--- src/fla_pkg.sv ---
// Types and constants of the free-list index allocator.
package fla_pkg;

  // Table depth and widths.
  localparam int unsigned MaxSlots = 256;
  localparam int unsigned IdxW     = $clog2(MaxSlots);
  localparam int unsigned LinkW    = IdxW + 1;

  // A link or head value of MaxSlots marks the end of the list.
  localparam logic [LinkW-1:0] EmptyMark = LinkW'(MaxSlots);

  // Configuration register indexes.
  typedef enum logic [0:0] {
    CFG_POOL_SIZE = 1'b0,
    CFG_CLOSED    = 1'b1
  } cfg_reg_e;

  // Command kinds.
  typedef enum logic [0:0] {
    KIND_ACQUIRE = 1'b0,
    KIND_RELEASE = 1'b1
  } kind_e;

  // Result codes.
  typedef enum logic [2:0] {
    ST_GRANTED      = 3'd0,
    ST_EMPTY_RETRY  = 3'd1,
    ST_EMPTY_CLOSED = 3'd2,
    ST_RELEASED     = 3'd3,
    ST_REJECTED     = 3'd4
  } status_e;

  // One write into the link table.
  typedef struct packed {
    logic             en;
    logic [IdxW-1:0]  addr;
    logic [LinkW-1:0] data;
  } link_wr_t;

endpackage

--- src/fla_link_table.sv ---
// Next-link table with per-entry valid bits and a registered read port.
module fla_link_table
  import fla_pkg::*;
(
  input  logic             clk_i,
  input  logic             rst_ni,
  input  logic             clear_i,
  input  logic [LinkW-1:0] pool_size_i,
  input  logic [IdxW-1:0]  rd_addr_i,
  input  link_wr_t         wr_i,
  output logic [LinkW-1:0] link_o
);

  logic [LinkW-1:0] mem [MaxSlots];
  logic [MaxSlots-1:0] vld_q, vld_d;
  logic [LinkW-1:0] rd_data_q;
  logic             rd_vld_q;
  logic [IdxW-1:0]  rd_addr_q;
  logic [LinkW-1:0] addr_inc;
  logic [LinkW-1:0] dflt_link;

  // Storage write and registered read.
  always_ff @(posedge clk_i) begin
    if (wr_i.en) begin
      mem[wr_i.addr] <= wr_i.data;
    end
    rd_data_q <= mem[rd_addr_i];
    rd_addr_q <= rd_addr_i;
  end

  // Valid bits: a rebuild clears them all at once.
  always_comb begin
    vld_d = vld_q;
    if (clear_i) begin
      vld_d = '0;
    end else if (wr_i.en) begin
      vld_d[wr_i.addr] = 1'b1;
    end
  end

  always_ff @(posedge clk_i or negedge rst_ni) begin
    if (!rst_ni) begin
      vld_q    <= '0;
      rd_vld_q <= 1'b0;
    end else begin
      vld_q    <= vld_d;
      rd_vld_q <= vld_q[rd_addr_i];
    end
  end

  // An entry never written since the rebuild holds the initial chain.
  assign addr_inc  = {1'b0, rd_addr_q} + LinkW'(1);
  assign dflt_link = (addr_inc < pool_size_i) ? addr_inc : EmptyMark;
  assign link_o    = rd_vld_q ? rd_data_q : dflt_link;

endmodule

--- src/free_list_index_allocator_unit.sv ---
// Top level of the free-list index allocator: a LIFO stack of free slot indices.
//
// One command (acquire or release) is taken when start is high and busy is
// low. Busy is high for the cycle after the accepting edge, while the command
// executes; the result word then appears on status_o and granted_index_o
// with done_o high for exactly one cycle, registered from the execute flag.
// In that same cycle busy is low again, so a new command may be issued while
// done_o is high. The execute cycle waits for the registered read
// of the next-link table at the current head. Results cannot be held off
// by the receiver. The link table needs no clearing pass: after reset or a
// pool_size write, per-entry valid bits make every entry read as the
// initial chain. Configuration writes are meant for idle periods only; a
// pool_size write of zero is ignored and values above the table depth
// saturate.
module free_list_index_allocator_unit
  import fla_pkg::*;
(
  input  logic             clk_i,
  input  logic             rst_ni,
  input  logic             cfg_we_i,
  input  logic [0:0]       cfg_index_i,
  input  logic [8:0]       cfg_wdata_i,
  input  logic             start,
  output logic             busy,
  input  logic             kind_i,
  input  logic [8:0]       slot_index_i,
  output logic             done_o,
  output logic [2:0]       status_o,
  output logic [7:0]       granted_index_o
);

  logic             accept;
  logic             exec_q;
  logic             kind_q;
  logic [LinkW-1:0] idx_q;
  logic [LinkW-1:0] head_q, head_d;
  logic [LinkW-1:0] pool_size_q;
  logic             closed_q;
  logic             rebuild;
  logic [LinkW-1:0] size_wr;
  logic [LinkW-1:0] link;
  logic             head_ok;
  link_wr_t         link_wr;
  status_e          status_d;
  status_e          status_q;
  logic [IdxW-1:0]  granted_d, granted_q;
  logic             done_q;

  assign accept = start && !busy;
  assign busy   = exec_q;

  // Saturate the pool size to the table depth.
  assign size_wr = (cfg_wdata_i > LinkW'(MaxSlots)) ? LinkW'(MaxSlots) : cfg_wdata_i;
  assign rebuild = cfg_we_i && (cfg_index_i == CFG_POOL_SIZE) && (cfg_wdata_i != '0);

  // Configuration registers.
  always_ff @(posedge clk_i or negedge rst_ni) begin
    if (!rst_ni) begin
      pool_size_q <= LinkW'(MaxSlots);
      closed_q    <= 1'b0;
    end else if (cfg_we_i) begin
      if (rebuild) begin
        pool_size_q <= size_wr;
      end
      if (cfg_index_i == CFG_CLOSED) begin
        closed_q <= cfg_wdata_i[0];
      end
    end
  end

  // Command register.
  always_ff @(posedge clk_i) begin
    if (accept) begin
      kind_q <= kind_i;
      idx_q  <= slot_index_i;
    end
  end

  fla_link_table u_link_table (
    .clk_i       (clk_i),
    .rst_ni      (rst_ni),
    .clear_i     (rebuild),
    .pool_size_i (pool_size_q),
    .rd_addr_i   (head_q[IdxW-1:0]),
    .wr_i        (link_wr),
    .link_o      (link)
  );

  assign head_ok = (head_q < pool_size_q);

  // Pop or push on the head, using the link read at the head.
  always_comb begin
    head_d       = head_q;
    status_d     = ST_REJECTED;
    granted_d    = '0;
    link_wr.en   = 1'b0;
    link_wr.addr = idx_q[IdxW-1:0];
    link_wr.data = head_ok ? head_q : EmptyMark;
    if (kind_q == KIND_ACQUIRE) begin
      if (!head_ok) begin
        status_d = closed_q ? ST_EMPTY_CLOSED : ST_EMPTY_RETRY;
      end else begin
        status_d  = ST_GRANTED;
        granted_d = head_q[IdxW-1:0];
        head_d    = (link < pool_size_q) ? link : EmptyMark;
      end
    end else begin
      if (idx_q < pool_size_q) begin
        status_d   = ST_RELEASED;
        link_wr.en = exec_q;
        head_d     = idx_q;
      end
    end
  end

  // Control state: execute flag, head and result strobe.
  always_ff @(posedge clk_i or negedge rst_ni) begin
    if (!rst_ni) begin
      exec_q <= 1'b0;
      done_q <= 1'b0;
      head_q <= '0;
    end else begin
      exec_q <= accept;
      done_q <= exec_q;
      if (rebuild) begin
        head_q <= '0;
      end else if (exec_q) begin
        head_q <= head_d;
      end
    end
  end

  // Result word register.
  always_ff @(posedge clk_i) begin
    if (exec_q) begin
      status_q  <= status_d;
      granted_q <= granted_d;
    end
  end

  assign done_o          = done_q;
  assign status_o        = status_q;
  assign granted_index_o = granted_q;

endmodule

--- config.mk ---
export PLATFORM = sky130hd
export DESIGN_NAME = free_list_index_allocator_unit
export DESIGN_NICKNAME = d
export VERILOG_FILES = /design/src/fla_pkg.sv /design/src/fla_link_table.sv /design/src/free_list_index_allocator_unit.sv
export SDC_FILE = /design/constraint.sdc
export NUM_CORES = 2
export LEC_CHECK = 0
export BUFFER_PORTS_ARGS = -buffer_cell sky130_fd_sc_hd__buf_2
export CAP_MARGIN = 25
export CORE_MARGIN = 5
export CORE_UTILIZATION = 30
export CTS_CLUSTER_SIZE = 24
export DETAILED_ROUTE_END_ITERATION = 10
export SETUP_SLACK_MARGIN = 0.2
export SYNTH_ARGS = -nofsm -noshare
export SYNTH_HDL_FRONTEND = slang
export SYNTH_SLANG_ARGS = --single-unit
--- constraint.sdc ---
create_clock -name clk_i -period 6.6 [get_ports clk_i]
set_clock_uncertainty 0.05 [all_clocks]
set_input_delay 0.99 -clock clk_i [delete_from_list [all_inputs] [get_ports clk_i]]
set_output_delay 0.99 -clock clk_i [all_outputs]
set_load 0.01 [all_outputs]
==> results.toml <==
[critical_path]
cp-start-kind = "flop"
worstPathMaxFanout = 9
crit_arrival_ns = 5.61
cp_slowest_cell = "a2111oi_0"
crit_chain = "ha_1, nand3_1, nor2_1, xor2_1, ha_1, and4_1, a211oi_1, o21ai_0, nor2_1, a22oi_1, inv_1, ha_1, a211oi_1, o21ai_0, a2111oi_0, nand3_1, o21a_1, o221ai_1, mux2i_1"
cp-startpoint = "u_link_table.rd_addr_q[0]"
critical_path_required_ns = 7.30
slowest_delay_ns = 0.59
r2r_cells = 19
critPathKind = "reg2reg"
crit_top_cell = "ha_1"
timing.rr.start = "u_link_table.rd_addr_q[0]"
cp-end-kind = "flop"

[cts]
clk_pin_slew_ns = 0.06
hold_buffers = 0
cts_made_buffers = 241
cts_tree = "built"
clock_path_buffers = 3
cts_sinks = 2620
cts_resized = 0
cts.htree.levels = 4
post_cts_buffers = 0
clk_latency_ns = 0.89
root_buffer = "clkbuf_16"

[floorplanning]
die-area_sq_um = 355000
io_pins = 37
die_w_microns = 596
rows = 215
chipHeight_microns = 596
start_util_pct = 30.1
core-area_sq_um = 342000

[sta]
rsz0062_at_grt = "no"
layout_min_cycle_time_ns = 4.90
tightest_slew_ns = 1.16
final_hold_viol_count = 0
finalSetupTns_ns = 0
min_period_over_period_pct = 74.3
setup_viol = 0
timing.fmax_ghz = 0.204
slew_headroom_pct = 21.8
holdWs_ns = 0.0398
drv_slew = 0

[finish]
nets = 5464
layout_common_cells = "2325 x edfxtp_1, 605 x mux4_2, 273 x dfrtp_1"
utilization_pct = 34.4
fillers = 31794
multi_input_area_sq_um = 23400
ff_latch_area_sq_um = 77100
synthToLayoutAreaGrowth_pct = 14.5
mostFrequentLayoutCell = "edfxtp_1"
drive_above_1_share_pct = 24.4

[routing]
drt-pass1-iter-count = 6
first_iter_violations = 5664
ant_nets = 0
drt-wirelength-per-cell_microns = 26.4
avgViaCountPerCell = 5.14
routed_wl_microns = 269000
drc = 0
vias = 52400

[status]
status = "finished, final reports clean"

[pwr]
internal-power_uw = 31900
pwr_density_cell_nw_per_um2 = 389
swShare_pct = 30.5
p_leak_uw = 0.0377
pwr-share-comb_pct = 24.7
clock_power_share_pct = 31.1
p_seq_share_pct = 44.3
vdd_drop_max_v = 0.000388
switchingPower_uw = 14000

[global_routing]
globalRouteOverflowTotal = 0
grt_usage_pct = 14.8
antenna_found_initial = 19
grt_pass1_vias = 52880
grt_pass1_wl_microns = 388000
grt_max_degree = 141

[synthesis]
ys_types = 61
synthesis.area_sq_um = 103000
synth_nets = 5221
async_reset_ff_share_pct = 10.6
synth.area.top_cells = "edfxtp_1 68%, mux4_2 13%, dfrtp_1 6.7%"
ys.flop_type = "edfxtp_1"
post-synth-top-area-cell = "edfxtp_1"
synthCells = 5164
ys_warn_count = 0
ys_seq_area_share_pct = 75.0
synth-seq-cells = 2620
syn_area_per_cell_sq_um = 19.9
synth_edf_count = 2325
synth.top_cell.area_share_pct = 67.9

[run]
maxCapViolCount = 0

[placement]
io_buffers = 36
dp_hpwl_microns = 168000
gp_congestion = 0.911

[min_path]
hold_class = "in2async"
==> routing by layer <==
| layer | global-route usage (%) | part of all wire, % | vias to the layer above |
|---|---|---|---|
| met5 | 0 | 0.0041 | - |
| met3 | 2.65 | 6.8 | 486 |
| met2 | 24.2 | 49 | 2100 |
| li1 | - | - | 21753 |
| met1 | 19.4 | 40 | 28059 |
| met4 | 6.30 | 4.6 | 2 |
==> cell usage after synthesis, drive strengths merged (97+ instances only) <==
library cell  number
o21a             193
dfrtp            277
o22ai            164
mux2i             97
buf              170
a22oi             97
mux4             611
inv              147
nor3             232
clkbuf           158
edfxtp          2325
nand2            142
==> power groups by stage <==
| stage | sequential (uW) | combinational [uW] | clock [uW] |
|---|---|---|---|
| CTS | 20300 | 11400 | 14500 |
| floorplan | 21000 | 6960 | 0 |
| global placement | 20600 | 11200 | 0 |
| finish | 20300 | 11300 | 14200 |
| global route | 20300 | 11900 | 15200 |
| detailed placement | 20700 | 11400 | 0 |
==> flip-flops by register name (all words and copies together) (netlist names) <==
signal / flops
pool_size_q: 9
granted_index_o: 8
idx_q: 9
u_link_table.rd_addr_q: 8
done_o: 1
status_o: 3
u_link_table.mem: 2304
kind_q: 1
head_q: 9
busy: 1
u_link_table.rd_data_q: 9
closed_q: 1
u_link_table.vld_q: 256
u_link_table.rd_vld_q: 1
==> critical path, delay by kind of cell (launching register included) <==
kind | cells | cell delay [ns]
compound gates | 8 | 2.04
xor+xnor | 1 | 0.23
fa+ha+maj | 3 | 0.76
buf+inv | 1 | 0.10
flops | 1 | 0.42
mux | 1 | 0.10
simple gates | 5 | 1.08
==> per-stage QoR <==
step	instance area, sq um	cells	setup slack (ns)	total power, uW
floorplan	103000	5164	0.540	27900
global placement	109000	9706	1.83	31800
detailed placement	110000	9717	1.88	32100
CTS	118000	10179	1.88	46200
global route	118000	10189	1.48	47400
finish	118000	10192	1.70	45900
==> logic make-up after synthesis <==
logic type / Yosys count / share of synthesized area [%]
mux: 709 / 14.4
fa+ha+maj: 33 / 0.401
xor+xnor: 6 / 0.0511
buf+inv: 475 / 2.41
flops: 2620 / 75.0
compound gates: 702 / 4.71
simple gates: 619 / 3.12
==> path summary, 6_finish.rpt <==
kind | to | slack (ns)
worst min-delay path | u_link_table.vld_q[54] | 0.04
min in group clk_i | idx_q[2] | 0.22
worst max-delay path | head_q[8] | 1.70
max in group asynchronous | u_link_table.vld_q[200] | 5.15
worst max register to register | head_q[8] | 1.70
worst min register to register | u_link_table.vld_q[34] | 0.44
==> cell type report <==
type	instances	area share (%)
antenna	9	0.0191
clock buffer	338	5.77
clock inverter	124	1.17
inverter	147	0.471
multi-input combinational	2069	19.9
sequential	2620	65.5
tap	4557	4.84
timing repair buffer	328	2.34
No activity file was read; power rests on OpenSTA's default activity.
